$ cat config.mk
export PLATFORM = sky130hd
export DESIGN_NAME = stereo_census_ad_cost
export DESIGN_NICKNAME = d
export VERILOG_FILES = /design/src/design/scac_pkg.sv /design/src/design/scac_cfg.sv /design/src/design/stereo_census_ad_cost.sv
export SDC_FILE = /design/constraint.sdc
export NUM_CORES = 1
export LEC_CHECK = 0
export BUFFER_PORTS_ARGS = -buffer_cell sky130_fd_sc_hd__buf_2
export CAP_MARGIN = 20
export CELL_PAD_IN_SITES_DETAIL_PLACEMENT = 1
export CELL_PAD_IN_SITES_GLOBAL_PLACEMENT = 1
export CORE_ASPECT_RATIO = 0.8
export CORE_UTILIZATION = 35
export DETAILED_ROUTE_END_ITERATION = 12
export MAX_ROUTING_LAYER = met4
export PLACE_DENSITY_LB_ADDON = 0.05
export SLEW_MARGIN = 15
export SYNTH_ARGS = -nofsm -noshare
export SYNTH_HDL_FRONTEND = slang
export SYNTH_SLANG_ARGS = --single-unit
$ cat constraint.sdc
create_clock -name clk -period 16.85 [get_ports clk]
set_clock_uncertainty 0.15 [all_clocks]
set_input_delay 0.8425 -clock clk [delete_from_list [all_inputs] [get_ports clk]]
set_output_delay 0.8425 -clock clk [all_outputs]
set_load 0.005 [all_outputs]
$ cat src/design/scac_pkg.sv
`default_nettype none
// ----------------------------------------------------------------------------
// scac_pkg
// Shared types, widths and constants of the census/AD stereo cost block.
// ----------------------------------------------------------------------------
package scac_pkg;

	localparam int GRAY_W   = 12;
	localparam int CENSUS_W = 8;
	localparam int COST_W   = 13;
	localparam int TRUNC_W  = 12;
	localparam int SHIFT_W  = 6;
	localparam int TERM_W   = 5;
	localparam int APB_AW   = 3;
	localparam int APB_DW   = 32;

	localparam logic [TRUNC_W-1:0] TRUNC_RESET = 12'd192;
	localparam logic [SHIFT_W-1:0] SHIFT_RESET = 6'd0;

	// Largest cost: full gray cap plus the census term for eight differing bits.
	localparam logic [COST_W-1:0] COST_MAX = 13'd4121;

	typedef enum logic {
		REG_TRUNCATION = 1'b0,
		REG_SHIFT      = 1'b1
	} reg_idx_t;

	typedef struct packed {
		logic [TRUNC_W-1:0] truncation;
		logic [SHIFT_W-1:0] shift;
	} cfg_t;

	function automatic logic [3:0] popcount8(input logic [CENSUS_W-1:0] v);
		logic [3:0] n;
		n = '0;
		for (int k = 0; k < CENSUS_W; k++) begin
			n = n + 4'(v[k]);
		end
		return n;
	endfunction

	// Hamming distance over five in Q.4, rounded to nearest.
	function automatic logic [TERM_W-1:0] census_term(input logic [3:0] p);
		logic [TERM_W-1:0] t;
		case (p)
			4'd0: t = 5'd0;
			4'd1: t = 5'd3;
			4'd2: t = 5'd6;
			4'd3: t = 5'd10;
			4'd4: t = 5'd13;
			4'd5: t = 5'd16;
			4'd6: t = 5'd19;
			4'd7: t = 5'd22;
			4'd8: t = 5'd26;
			default: t = 5'd0;
		endcase
		return t;
	endfunction

endpackage
`default_nettype wire

$ cat src/design/scac_cfg.sv
`default_nettype none
// ----------------------------------------------------------------------------
// scac_cfg
// APB register file holding the truncation cap and the disparity.
// ----------------------------------------------------------------------------
module scac_cfg (
	input  wire logic                         clk,
	input  wire logic                         arst_n,
	input  wire logic                         psel,
	input  wire logic                         penable,
	input  wire logic                         pwrite,
	input  wire logic [scac_pkg::APB_AW-1:0]  paddr,
	input  wire logic [scac_pkg::APB_DW-1:0]  pwdata,
	output logic      [scac_pkg::APB_DW-1:0]  prdata,
	output logic                              pready,
	output scac_pkg::cfg_t                    cfg
);
	import scac_pkg::*;

	logic [TRUNC_W-1:0] truncation_q;
	logic [SHIFT_W-1:0] shift_q;
	reg_idx_t           reg_idx;
	logic               wr_en;

	// Registers are word aligned; the low address bits are ignored.
	assign reg_idx = reg_idx_t'(paddr[2]);
	assign wr_en   = psel && penable && pwrite;
	assign pready  = 1'b1;

	always_ff @(posedge clk or negedge arst_n) begin
		if (!arst_n) begin
			truncation_q <= TRUNC_RESET;
			shift_q      <= SHIFT_RESET;
		end else if (wr_en) begin
			case (reg_idx)
				REG_TRUNCATION: truncation_q <= pwdata[TRUNC_W-1:0];
				REG_SHIFT:      shift_q      <= pwdata[SHIFT_W-1:0];
				default: ;
			endcase
		end
	end

	always_comb begin
		case (reg_idx)
			REG_TRUNCATION: prdata = APB_DW'(truncation_q);
			REG_SHIFT:      prdata = APB_DW'(shift_q);
			default:        prdata = '0;
		endcase
	end

	assign cfg.truncation = truncation_q;
	assign cfg.shift      = shift_q;

endmodule
`default_nettype wire

$ cat src/design/stereo_census_ad_cost.sv
`default_nettype none
// ----------------------------------------------------------------------------
// stereo_census_ad_cost
// Census plus absolute-difference matching cost for one disparity.
// ----------------------------------------------------------------------------
// Usage: left/right pixel pairs enter in raster order on the pix channel
// (pix_valid/pix_ready), with row_start marking column zero of each row. One
// cost leaves per pair on the cost channel (cost_valid/cost_ready), in order.
// The right pixels are kept in a single-port-write, one-read synchronous RAM
// of MAX_DISPARITY entries; the left pixel at column c meets the right pixel
// at column max(c - shift, 0), where the row's first right pixel is held in
// a register.
// After the input transfer the cost passes through one register for the RAM
// read and one for the output. One pair is taken every cycle while the
// receiver keeps up; the RAM does one write and one read per transfer, and a
// zero disparity is served by bypassing the pixel being written.
// Reset clears the pointers, the column count, the held first pixel and the
// output valid; the first pair after reset starts a row. Configuration is
// reset to a cap of 12.0 and a disparity of zero. When the receiver stalls,
// the output register and the RAM stage hold, and pix_ready drops once both
// are full.
// ----------------------------------------------------------------------------
module stereo_census_ad_cost #(
	parameter int MAX_DISPARITY = 64
) (
	input  wire logic                          clk,
	input  wire logic                          arst_n,
	input  wire logic                          psel,
	input  wire logic                          penable,
	input  wire logic                          pwrite,
	input  wire logic [scac_pkg::APB_AW-1:0]   paddr,
	input  wire logic [scac_pkg::APB_DW-1:0]   pwdata,
	output logic      [scac_pkg::APB_DW-1:0]   prdata,
	output logic                               pready,
	input  wire logic                          pix_valid,
	output logic                               pix_ready,
	input  wire logic [scac_pkg::GRAY_W-1:0]   gray_left,
	input  wire logic [scac_pkg::GRAY_W-1:0]   gray_right,
	input  wire logic [scac_pkg::CENSUS_W-1:0] census_left,
	input  wire logic [scac_pkg::CENSUS_W-1:0] census_right,
	input  wire logic                          row_start,
	output logic                               cost_valid,
	input  wire logic                          cost_ready,
	output logic      [scac_pkg::COST_W-1:0]   cost
);
	import scac_pkg::*;

	localparam int PTR_W = $clog2(MAX_DISPARITY);
	localparam int CNT_W = $clog2(MAX_DISPARITY + 1);
	localparam int LIM_W = (PTR_W > SHIFT_W) ? PTR_W : SHIFT_W;
	localparam int ENT_W = GRAY_W + CENSUS_W;

	localparam logic [PTR_W-1:0] PTR_LAST = PTR_W'(MAX_DISPARITY - 1);
	localparam logic [LIM_W-1:0] LIM_MAX  = LIM_W'(MAX_DISPARITY - 1);
	localparam logic [CNT_W-1:0] CNT_MAX  = CNT_W'(MAX_DISPARITY);
	localparam logic [CNT_W-1:0] CNT_TOP  = CNT_W'(MAX_DISPARITY - 1);

	cfg_t cfg;

	scac_cfg u_cfg (
		.clk     (clk),
		.arst_n  (arst_n),
		.psel    (psel),
		.penable (penable),
		.pwrite  (pwrite),
		.paddr   (paddr),
		.pwdata  (pwdata),
		.prdata  (prdata),
		.pready  (pready),
		.cfg     (cfg)
	);

	// Control state.
	logic [PTR_W-1:0]  wr_ptr_q;
	logic [CNT_W-1:0]  col_cnt_q;
	logic [ENT_W-1:0]  first_q;
	logic              valid_s1;
	logic              cost_valid_q;

	// Payload.
	logic [ENT_W-1:0]    mem [MAX_DISPARITY];
	logic [ENT_W-1:0]    rd_data_s1;
	logic [ENT_W-1:0]    alt_s1;
	logic                use_mem_s1;
	logic [GRAY_W-1:0]   gray_left_s1;
	logic [CENSUS_W-1:0] census_left_s1;
	logic [COST_W-1:0]   cost_q;

	// Input side.
	logic                accept;
	logic                out_free;
	logic                s1_adv;
	logic [LIM_W-1:0]    shift_ext;
	logic [PTR_W-1:0]    shift_eff;
	logic [CNT_W-1:0]    col;
	logic                col_past;
	logic [ENT_W-1:0]    right_ent;
	logic [ENT_W-1:0]    first_next;
	logic [PTR_W:0]      rd_wrap;
	logic [PTR_W-1:0]    rd_addr;

	// Cost side.
	logic [ENT_W-1:0]    matched;
	logic [GRAY_W-1:0]   match_gray;
	logic [CENSUS_W-1:0] match_census;
	logic [GRAY_W-1:0]   abs_diff;
	logic [GRAY_W-1:0]   cap_diff;
	logic [COST_W-1:0]   cost_next;

	assign out_free  = !cost_valid_q || cost_ready;
	assign s1_adv    = valid_s1 && out_free;
	assign pix_ready = !valid_s1 || out_free;
	assign accept    = pix_valid && pix_ready;

	assign shift_ext  = LIM_W'(cfg.shift);
	assign shift_eff  = (shift_ext > LIM_MAX) ? PTR_LAST : shift_ext[PTR_W-1:0];
	assign col        = row_start ? '0 : col_cnt_q;
	assign col_past   = col > CNT_W'(shift_eff);
	assign right_ent  = {gray_right, census_right};
	assign first_next = (col == '0) ? right_ent : first_q;

	// Entry written shift_eff transfers ago, wrapping modulo the depth.
	assign rd_wrap = {1'b0, wr_ptr_q} + (PTR_W + 1)'(MAX_DISPARITY) - {1'b0, shift_eff};
	assign rd_addr = (wr_ptr_q >= shift_eff) ? (wr_ptr_q - shift_eff) : rd_wrap[PTR_W-1:0];

	always_ff @(posedge clk or negedge arst_n) begin
		if (!arst_n) begin
			wr_ptr_q     <= '0;
			col_cnt_q    <= '0;
			first_q      <= '0;
			valid_s1     <= 1'b0;
			cost_valid_q <= 1'b0;
		end else begin
			if (accept) begin
				wr_ptr_q  <= (wr_ptr_q == PTR_LAST) ? '0 : wr_ptr_q + 1'b1;
				col_cnt_q <= (col >= CNT_TOP) ? CNT_MAX : col + 1'b1;
				first_q   <= first_next;
			end
			if (accept) begin
				valid_s1 <= 1'b1;
			end else if (s1_adv) begin
				valid_s1 <= 1'b0;
			end
			if (s1_adv) begin
				cost_valid_q <= 1'b1;
			end else if (cost_ready) begin
				cost_valid_q <= 1'b0;
			end
		end
	end

	// Delay line RAM. A zero disparity would read the entry being written, so
	// that case takes the incoming pixel from the bypass path instead.
	always_ff @(posedge clk) begin
		if (accept) begin
			mem[wr_ptr_q] <= right_ent;
			rd_data_s1    <= mem[rd_addr];
		end
	end

	always_ff @(posedge clk) begin
		if (accept) begin
			use_mem_s1     <= col_past && (shift_eff != '0);
			alt_s1         <= col_past ? right_ent : first_next;
			gray_left_s1   <= gray_left;
			census_left_s1 <= census_left;
		end
	end

	assign matched      = use_mem_s1 ? rd_data_s1 : alt_s1;
	assign match_gray   = matched[ENT_W-1:CENSUS_W];
	assign match_census = matched[CENSUS_W-1:0];
	assign abs_diff     = (gray_left_s1 >= match_gray) ? (gray_left_s1 - match_gray)
	                                                   : (match_gray - gray_left_s1);
	assign cap_diff     = (abs_diff > cfg.truncation) ? cfg.truncation : abs_diff;
	assign cost_next    = COST_W'(cap_diff)
	                    + COST_W'(census_term(popcount8(census_left_s1 ^ match_census)));

	always_ff @(posedge clk) begin
		if (s1_adv) begin
			cost_q <= cost_next;
		end
	end

	assign cost_valid = cost_valid_q;
	assign cost       = cost_q;

`ifndef SYNTHESIS
	a_ptr_range: assert property (@(posedge clk) disable iff (!arst_n)
		wr_ptr_q <= PTR_LAST)
		else $error("delay line write pointer out of range");

	a_cnt_range: assert property (@(posedge clk) disable iff (!arst_n)
		col_cnt_q <= CNT_MAX)
		else $error("column count beyond saturation");

	a_no_overrun: assert property (@(posedge clk) disable iff (!arst_n)
		accept |-> (!valid_s1 || out_free))
		else $error("transfer accepted while RAM stage cannot move");

	a_s1_fill: assert property (@(posedge clk) disable iff (!arst_n)
		accept |=> valid_s1)
		else $error("accepted transfer did not reach RAM stage");

	a_cost_bound: assert property (@(posedge clk) disable iff (!arst_n)
		cost_valid_q |-> (cost_q <= COST_MAX))
		else $error("cost above its largest possible value");
`endif

endmodule
`default_nettype wire
==> results.txt, run 1 <==
----------------------------------------------------
[Status]
  Run status ... finished clean

[Worst setup path]
  Origin of the worst setup path ... use_mem_s1$_DFFE_PP_
  Crit start category ... flip-flop
  Data arrival time of the critical path ... ~8.5 ns
  Register-to-register setup slack ... between 8 and 9 ns
  Crit end category ... flip-flop
  Maximum fanout encountered on the critical timing path ... 20
  Critical path data required time ... ~17 ns
  Depth of the worst register-to-register path ... 29
  Worst R2R Start ... use_mem_s1$_DFFE_PP_
  Peak per-stage delay on the critical path ... 0.72 ns
  Reg-to-reg critical path endpoint ... cost[10]$_DFFE_PP_
  Most frequent CP cell ... nor2_1
  Standard cell with the maximum stage delay on the critical path ... mux2i_1
  Class of the most critical setup path ... flip-flop to flip-flop

[Logic synthesis]
  Cell accounting for the most synthesized area ... edfxtp_1
  Netlist area before placement ... approximately 0.057 mm^2
  Syn. warnings ... 0
  Number of instances in the synthesized netlist ... 3061
  Primary FF master, synth ... edfxtp_1
  Fraction of registers with async set/reset ... 0.0377
  Proportion of netlist area held by the largest area contributor ... 0.712
  Top cells by instance count after synthesis ... edfxtp_1, nand2_1, mux4_2
  Number of distinct library cells after synthesis ... 66
  Cell with the most instances after synthesis ... edfxtp_1
  Sequential fraction of the synthesis area ... 0.736
  Post-Syn Area per Cell ... 18.6 um^2
  Post-synthesis sequential element count ... roughly 1400
  Main area contributors after synthesis ... edfxtp_1, mux4_2, nand2_1, dfrtp_1, ha_1
  EDFF count, synth ... approximately 1400

[Die]
  Number of placement rows ... 132
  Die area ... 0.165 mm^2
  I/O pin cnt ... approximately 130
  Starting utilization of the core area ... 0.353
  Area of the placeable core ... approximately 0.16 mm^2
  Width of the chip ... roughly 450 um
  Vertical extent of the die ... 363 um

[Route]
  Vias ... 28741
  Total Routed Length ... around 150000 um
  Violation count after the first detailed-route iteration ... 2050
  Number of remaining DRC errors ... 0
  Detailed-route vias per instance ... between 5 and 6
  DRT antenna net count ... 0
  Wire length per cell after detailed routing ... roughly 28 um
  DRT Pass-1 Iters ... 5

[STA]
  Pins Over Slew Limit ... 0
  Total setup violations reported at the end of the flow ... 0
  Worst slew slack as a fraction of its limit ... 0.205
  Final hold violation count ... 0
  Total negative slack ... 0 ns
  Period Utilization, post-route ... 0.485
  Post-route setup slack ... slightly below 9 ns
  Maximum clock rate ... 122 MHz
  Minimum clock period ... ~8.2 ns
  Unrepaired setup endpoints after global routing ... false
  Worst-margin pin slew ... around 1.2 ns
  Final Hold Slack ... 0.0848 ns

[Global route]
  Global route total overflow ... 0
  Largest net degree at the start of global routing ... roughly 100
  Antenna violations before repair ... 7
  Wire length of the first global-routing pass ... approximately 220000 um
  Overall Global Routing Usage ... 0.193
  Via count of the first global-routing pass ... 31446

[Clocking]
  Number of buffers added by the clock tree synthesis step ... 150
  Post-cts hold buffer count ... 0
  Clk_lat worst skew ... roughly 0.79 ns
  Number of cells upsized or downsized after cts ... 0
  Worst-case clock buffer depth ... 3
  # Post-CTS Setup Buffers ... 0
  Clock root cell ... clkbuf_16
  Clock transition time at the flip-flop clock pins of the worst setup and hold paths ... ~0.06 ns
  Clock tree from TritonCTS ... built
  Total number of clock tree sinks ... roughly 1400
  CTS HTree Levels ... 4

[Placed design]
  Port Buf Inserts ... between 80 and 90
  Place WS ... about 8.8 ns
  Post-detail-place hpwl ... around 87000 um
  Area after DPL ... just over 0.06 mm^2
  Placer Congestion ... 0.797

[Layout]
  Seq. cell area ... between 0.04 and 0.05 mm^2
  Layout Nets ... 3406
  Post-route cell area ... 0.0653 mm^2
  Area of the multi-input gates ... around 0.014 mm^2
  Layout cells sized above 1 ... 0.261
  Layout Area Growth over Synthesis ... 14.5%
  Number of filler instances in the final layout ... between 15000 and 20000

[Min path]
  HP Class ... input pin to asynchronous set/reset pin

[Power and ir drop]
  LEAKAGE ... ~21 nW
  Total design power ... ~14 mW
  Peak supply drop ... a little under 300 uV
  Pwr per Cell Area ... around 210 mW/mm^2

[Flow run]
  Max-cap viol count ... 0

----------------------------------------------------
[metal layers]
layer | vias to the layer above | GRT usage | wire (um) | part of all wire
met5 | - | - | 0 | 0
met4 | 0 | 0.0491 | 3180 | 0.021
met2 | 462 | 0.311 | 75000 | 0.49
li1 | 12574 | - | - | -
met3 | 192 | 0.0269 | 4900 | 0.032
met1 | 15513 | 0.258 | 69600 | 0.46
[power by group]
part,internal (mW),leakage (nW),switching [mW],total [mW]
Sequential,4.13,12.9,0.0735,4.20
Clock,1.81,2.27,1.36,3.17
Combinational,2.18,6.36,4.06,6.24
Total,8.12,21.5,5.50,13.6
[worst max-delay path, delay by kind of cell (launching register included)]
| family | cells | cell delay, ns |
|---|---|---|
| AO/OA/AOI/OAI | 8 | 2.57 |
| XOR/XNOR | 2 | 0.38 |
| adder cells (fa/ha/maj) | 4 | 1.41 |
| buffers and inverters | 3 | 0.76 |
| flip-flops | 1 | 0.33 |
| multiplexers | 3 | 1.16 |
| AND/OR/NAND/NOR | 9 | 1.09 |
[stage by stage]
stage	std cells	util
6_report	5523	0.404
5_1_grt	5521	0.404
4_1_cts	5518	0.403
3_5_place_dp	5244	0.375
3_3_place_gp	5243	0.375
2_1_floorplan	3080	-
[cell usage in the layout (no fill, tap or decap), types with 6 or more instances in the layout]
master,instances
edfxtp_1,1354
nand2_1,350
mux4_2,322
clkbuf_16,154
buf_4,111
nand3_1,96
buf_2,86
inv_1,66
ha_1,61
mux2_2,60
nor2_2,59
a311oi_1,56
dfrtp_1,51
a21oi_1,50
clkbuf_1,43
and3_1,41
nor2_1,40
clkinv_1,34
o21ai_0,32
mux2i_1,29
a31oi_1,26
conb_1,21
clkinv_2,21
xor2_1,18
xnor2_1,16
nor2b_1,15
a21o_1,13
nor3_1,11
nor4_1,9
bufinv_16,8
nand4_1,7
fa_1,7
inv_6,7
nand3b_1,6
nor2_4,6
[flip-flops by register name, summed over array words and instances, names as in the netlist, 6 cells and up]
name / count
col_cnt_q: 7
u_cfg.truncation_q: 12
rd_data_s1: 20
wr_ptr_q: 6
u_cfg.shift_q: 6
mem: 1280
cost: 13
first_q: 20
census_left_s1: 8
alt_s1: 20
gray_left_s1: 12
[worst max-delay path by stage]
stage / to / slack, ns
floorplan: cost[10]$_DFFE_PP_ / 10.09
global placement: cost[10]$_DFFE_PP_ / 8.81
detailed placement: cost[10]$_DFFE_PP_ / 8.75
CTS: cost[10]$_DFFE_PP_ / 8.73
global route: cost[10]$_DFFE_PP_ / 8.08
finish: cost[10]$_DFFE_PP_ / 8.68
[area by class of cell]
type / count / area share
repair buffers: 205 / 0.0214
well taps: 2144 / 0.0411
clock inverters: 75 / 0.00923
multi-input cells: 1423 / 0.220
flip-flops and latches: 1407 / 0.643
clock buffers: 199 / 0.0619
diodes: 3 / 0.000115
inverters: 67 / 0.00385
[kinds of logic (layout without fill, tap and decap cells)]
group                    after synthesis  after routing  synth area share
AND/OR/NAND/NOR                      665            665            0.0514
XOR/XNOR                              42             42           0.00671
multiplexers                         412            412             0.144
other                                  2             24          0.000132
adder cells (fa/ha/maj)               69             69            0.0162
buffers and inverters                250            546            0.0194
AO/OA/AOI/OAI                        214            214            0.0265
flip-flops                          1407           1407             0.736
Note: power is estimated with default switching activity, not from simulation.
==> run 2: changes to the inputs <==
clock period = 8.2 ns   (was 16.85 ns; I/O delays follow)
==> run 2 against run 1 <==
  * The flow now finishes with violations (DRC)
  * Critical path depth rose by 1
  * Utilization rose by 0.28 points
  * Cell count rose by 0.56%
  * Via count rose by 2.5%
  * Largest cell class unchanged
  * Highest routed layer unchanged
==> results.txt, run 2 (same netlist as run 1, synthesis figures left out) <==
----------------------------------------------------
[Clocking]
  Number of buffers added by the clock tree synthesis step ... 150
  Worst-case clock buffer depth ... 3
  Clock transition time at the flip-flop clock pins of the worst setup and hold paths ... around 0.060 ns
  Total number of clock tree sinks ... 1407
  Clock root cell ... clkbuf_16
  CTS HTree Levels ... 4
  Clk_lat worst skew ... approximately 0.79 ns
  Clock tree from TritonCTS ... built

[Die]
  Vertical extent of the die ... about 360 um
  Die area ... approximately 0.16 mm^2
  I/O pin cnt ... around 130
  Number of placement rows ... 132
  Area of the placeable core ... ~0.16 mm^2
  Width of the chip ... about 450 um
  Starting utilization of the core area ... 0.353

[Layout]
  Number of flip-flops in the largest register ... between 1000 and 1500
  Most used cells in the layout excluding fill and tap cells ... edfxtp_1, nand2_1, mux4_2
  Leading cell type in the layout, fill and taps excluded ... edfxtp_1
  Register with the most flip-flops ... mem
  Number of filler instances in the final layout ... 15488
  Layout cells sized above 1 ... 0.257
  Layout Nets ... between 3000 and 4000
  Layout Area Growth over Synthesis ... 15.3%
  Post-route core utilization ... 0.406

[Power and ir drop]
  Pwr per Cell Area ... approximately 430 mW/mm^2
  Total design power ... between 20 and 30 mW
  Peak supply drop ... 622 uV
  LEAKAGE ... ~22 nW

[Worst setup path]
  Class of the most critical setup path ... flip-flop to flip-flop
  Data arrival time of the critical path ... slightly below 8 ns
  Standard cell with the maximum stage delay on the critical path ... edfxtp_1
  Crit end category ... flip-flop
  Most frequent CP cell ... nor2_1
  Critical path data required time ... about 8.6 ns
  Crit start category ... flip-flop
  Maximum fanout encountered on the critical timing path ... 15
  Peak per-stage delay on the critical path ... 0.62 ns
  Worst R2R Start ... use_mem_s1$_DFFE_PP_
  Origin of the worst setup path ... use_mem_s1$_DFFE_PP_

[STA]
  Period Utilization, post-route ... 0.923
  Maximum clock rate ... 132 MHz
  Post-route setup slack ... roughly 0.63 ns
  Worst-margin pin slew ... 1.21 ns
  Total negative slack ... 0 ns
  Worst slew slack as a fraction of its limit ... 0.186
  Pins Over Slew Limit ... 0
  Minimum clock period ... 7.57 ns
  Unrepaired setup endpoints after global routing ... false
  Final hold violation count ... 0
  Total setup violations reported at the end of the flow ... 0

[Route]
  Violation count after the first detailed-route iteration ... about 2400
  DRT Pass-1 Iters ... 9
  Total Routed Length ... 159000 um
  Detailed-route vias per instance ... between 5 and 6
  Vias ... just under 30000
  DRT antenna net count ... 0
  Number of remaining DRC errors ... 3
  Wire length per cell after detailed routing ... 28.6 um

[Placed design]
  Port Buf Inserts ... 87
  Placer Congestion ... between 0.7 and 0.8
  Post-detail-place hpwl ... approximately 90000 um
  Place WS ... between 0.5 and 0.6 ns

[Global route]
  Overall Global Routing Usage ... 0.201
  Via count of the first global-routing pass ... ~32000
  Antenna violations before repair ... 5
  Wire length of the first global-routing pass ... roughly 230000 um
  Global route total overflow ... 0
  Largest net degree at the start of global routing ... between 100 and 150

[Min path]
  HP Class ... input pin to flip-flop
  Hold path start ... pwrite

[Status]
  Violated checks ... DRC
  Run status ... finished with violations

[Flow run]
  Max-cap viol count ... 0

----------------------------------------------------
-- run 2: per-stage QoR --
step / area (um^2) / hold slack (ns) / std cells
floorplan: 57200 / -0.0356 / 3080
global placement: 60800 / 0.310 / 5249
detailed placement: 60800 / 0.327 / 5249
CTS: 65800 / 0.0345 / 5549
global route: 65800 / 0.0952 / 5551
finish: 65800 / 0.104 / 5554
-- run 2: worst paths after layout --
| path | to | slack, ns | cells past startpoint |
|---|---|---|---|
| setup / recovery | cost[10]$_DFFE_PP_ | 0.63 | 30 |
| hold / removal | u_cfg.shift_q[1]$_DFFE_PN0P_ | 0.10 | 3 |
| setup reg to reg | cost[10]$_DFFE_PP_ | 0.63 | 30 |
| hold reg to reg | col_cnt_q[6]$_DFFE_PN0P_ | 0.35 | 2 |
| max in group asynchronous | first_q[4]$_DFFE_PN0P_ | 7.11 | 3 |
| min in group asynchronous | u_cfg.truncation_q[10]$_DFFE_PN0P_ | 0.21 | 3 |
-- run 2: metal layers --
metal,vias up,wire length [um],track usage
met2,571,78100,0.322
met1,16023,71700,0.269
li1,12657,-,-
met3,195,6360,0.0292
met4,0,2900,0.0482
met5,-,0,-
-- run 2: final cells by class --
| type | instances | area [um^2] | area share |
|---|---|---|---|
| Clock inverter | 70 | 572 | 0.00869 |
| Clock buffer | 192 | 4020 | 0.0611 |
| Antenna cell | 4 | 10.0 | 0.000152 |
| Multi-Input combinational cell | 1423 | 14400 | 0.219 |
| Sequential cell | 1407 | 42000 | 0.638 |
| Timing Repair Buffer | 247 | 1840 | 0.0280 |
| Tap cell | 2144 | 2680 | 0.0408 |
| Inverter | 67 | 251 | 0.00382 |
-- run 2: report_power, final --
group          switching [mW]  total [mW]  leakage [nW]  internal [mW]
combinational            8.64        13.2          6.55           4.57
sequential              0.144        8.63          12.9           8.49
clock                    2.81        6.51          2.23           3.70
-- run 2: what timing repair did --
item	in CTS	in global routing
resized for setup	0	1
endpoints found under the hold margin	118	0
setup endpoints to repair	0	1
hold buffers	38	0
setup buffers	0	0
-- run 2: worst max-delay path, delay by kind of cell, from the launching register on --
kind,cells,cell delay (ns)
compound gates,9,2.47
buf+inv,4,0.75
xor+xnor,2,0.38
flops,1,0.62
mux,3,0.69
fa+ha+maj,3,1.05
simple gates,9,1.19
==> run 3: changes to the inputs <==
==> constraint.sdc (replaced) <==
create_clock -name clk -period 8.2 [get_ports clk]
set_clock_uncertainty 0.15 [all_clocks]
set_input_delay 1.23 -clock clk [delete_from_list [all_inputs] [get_ports clk]]
set_output_delay 1.23 -clock clk [all_outputs]
set_load 0.005 [all_outputs]
==> run 3 against run 2 <==
  * First-iteration DRC count decreased by 9.2%
  * Cell count decreased by 0.74%
  * Clock power about the same
  * Die area unchanged
  * Via count decreased by 1.8%
  * Sequential share of layout area increased by 0.37 points
  * The flow now finishes without violations
==> results.txt, run 3 (same netlist as run 1, synthesis figures left out) <==
----------------------------------------------------
[Status]
  Run status ... finished clean

[Layout]
  Register with the most flip-flops ... mem
  Leading cell type in the layout, fill and taps excluded ... edfxtp_1
  Layout Area Growth over Synthesis ... 14.6%
  Layout cells sized above 1 ... 0.264
  Layout Nets ... between 3000 and 4000
  Post-route core utilization ... 0.404
  Most used cells in the layout excluding fill and tap cells ... edfxtp_1, nand2_1, mux4_2
  Number of flip-flops in the largest register ... between 1000 and 1500
  Post-route cell area ... 0.0654 mm^2

[Route]
  Vias ... approximately 29000
  DRT Pass-1 Iters ... 12
  Detailed-route vias per instance ... 5.24
  Number of remaining DRC errors ... 0
  Total Routed Length ... ~160000 um
  Violation count after the first detailed-route iteration ... approximately 2100
  DRT antenna net count ... 0
  Wire length per cell after detailed routing ... 28.3 um

[Clocking]
  Total number of clock tree sinks ... about 1400
  Number of buffers added by the clock tree synthesis step ... about 150
  Post-cts hold buffer count ... 0
  Clock tree from TritonCTS ... built
  Clock transition time at the flip-flop clock pins of the worst setup and hold paths ... 0.06 ns
  Worst-case clock buffer depth ... 3
  # Post-CTS Setup Buffers ... 0
  Clk_lat worst skew ... approximately 0.79 ns
  Number of cells upsized or downsized after cts ... 0
  CTS HTree Levels ... 4
  Clock root cell ... clkbuf_16

[Die]
  Width of the chip ... 454 um
  Area of the placeable core ... roughly 0.16 mm^2
  Starting utilization of the core area ... 0.353
  I/O pin cnt ... between 100 and 150
  Die area ... 0.165 mm^2
  Number of placement rows ... ~130
  Vertical extent of the die ... about 360 um

[Global route]
  Overall Global Routing Usage ... 0.197
  Largest net degree at the start of global routing ... about 120
  Wire length of the first global-routing pass ... about 230000 um
  Global route total overflow ... 0
  Antenna violations before repair ... 11
  Via count of the first global-routing pass ... 31736

[Worst setup path]
  Maximum fanout encountered on the critical timing path ... 16
  Crit end category ... flip-flop
  Data arrival time of the critical path ... approximately 8 ns
  Crit start category ... flip-flop
  Most frequent CP cell ... nor2_1
  Critical path data required time ... 8.57 ns
  Standard cell with the maximum stage delay on the critical path ... edfxtp_1
  Total buffers and inverters traversed by the critical path ... 4
  Peak per-stage delay on the critical path ... slightly above 0.6 ns
  Crit path max-delay family ... compound AO/OA/AOI/OAI gates
  Class of the most critical setup path ... flip-flop to flip-flop

[Power and ir drop]
  Peak supply drop ... between 600 and 700 uV
  LEAKAGE ... roughly 21 nW
  Pwr per Cell Area ... about 430 mW/mm^2

[STA]
  Maximum clock rate ... 131 MHz
  Unrepaired setup endpoints after global routing ... false
  Pins Over Slew Limit ... 0
  Total setup violations reported at the end of the flow ... 0
  Worst slew slack as a fraction of its limit ... 0.109
  Minimum clock period ... between 7 and 8 ns
  Total negative slack ... 0 ns
  Period Utilization, post-route ... 0.928
  Final hold violation count ... 0
  Worst-margin pin slew ... approximately 1.3 ns

[Flow run]
  Max-cap viol count ... 0

[Placed design]
  Post-detail-place hpwl ... 89200 um
  Area after DPL ... between 0.06 and 0.07 mm^2
  Port Buf Inserts ... 87
  Placer Congestion ... slightly above 0.8

[Min path]
  HP Class ... flip-flop to flip-flop

----------------------------------------------------
-- run 3: cell count changes in the layout (fill, tap and decap cells not counted), moves of 3 or more --
cell	change
dlygate4sd3_1	-38
buf_4	-9
clkinv_2	+14
clkinvlp_4	+3
clkbuf_8	+3
clkbuf_1	-8
clkinv_1	-5
-- run 3: layout make-up --
type	count	area (um^2)
Antenna cell	2	5.00
Clock buffer	185	3980
Clock inverter	81	631
Fill cell	15588	96400
Inverter	67	251
Multi-Input combinational cell	1423	14400
Sequential cell	1407	42000
Tap cell	2144	2680
Timing Repair Buffer	204	1450
-- run 3: worst paths after layout --
| check | from | to | slack, ns | cells after the start |
|---|---|---|---|---|
| setup reg to reg | use_mem_s1$_DFFE_PP_ | cost[10]$_DFFE_PP_ | 0.59 | 30 |
| min in group asynchronous | arst_n | u_cfg.truncation_q[8]$_DFFE_PN0P_ | 0.44 | 2 |
| max in group asynchronous | arst_n | wr_ptr_q[2]$_DFFE_PN0P_ | 6.83 | 2 |
| setup / recovery | use_mem_s1$_DFFE_PP_ | cost[10]$_DFFE_PP_ | 0.59 | 30 |
| hold / removal | valid_s1$_DFFE_PN0P_ | cost_valid$_DFFE_PN0P_ | 0.35 | 1 |
| hold reg to reg | valid_s1$_DFFE_PN0P_ | cost_valid$_DFFE_PN0P_ | 0.35 | 1 |
-- run 3: routing by layer --
metal,part of all wire,global-route usage,vias up
met5,0,-,-
met3,0.040,0.0314,183
li1,-,-,12585
met4,0.020,0.0517,0
met1,0.45,0.263,15613
met2,0.49,0.315,521
-- run 3: power breakdown --
group	leakage [nW]	internal, mW	total (mW)	switching, mW
sequential	12.9	8.49	8.64	0.154
clock	2.25	3.66	6.48	2.82
combinational	6.38	4.54	13.0	8.49
-- run 3: metrics by stage --
step / total power [mW] / hold slack (ns) / setup slack [ns] / std cells
after floorplan: 16.6 / 0.299 / 1.44 / 3080
after global placement: 22.0 / 0.311 / 0.713 / 5241
after detailed placement: 22.2 / 0.333 / 0.627 / 5243
after CTS: 28.7 / 0.356 / 0.612 / 5509
after global routing: 29.8 / 0.368 / 0.0328 / 5512
final: 28.2 / 0.346 / 0.591 / 5513
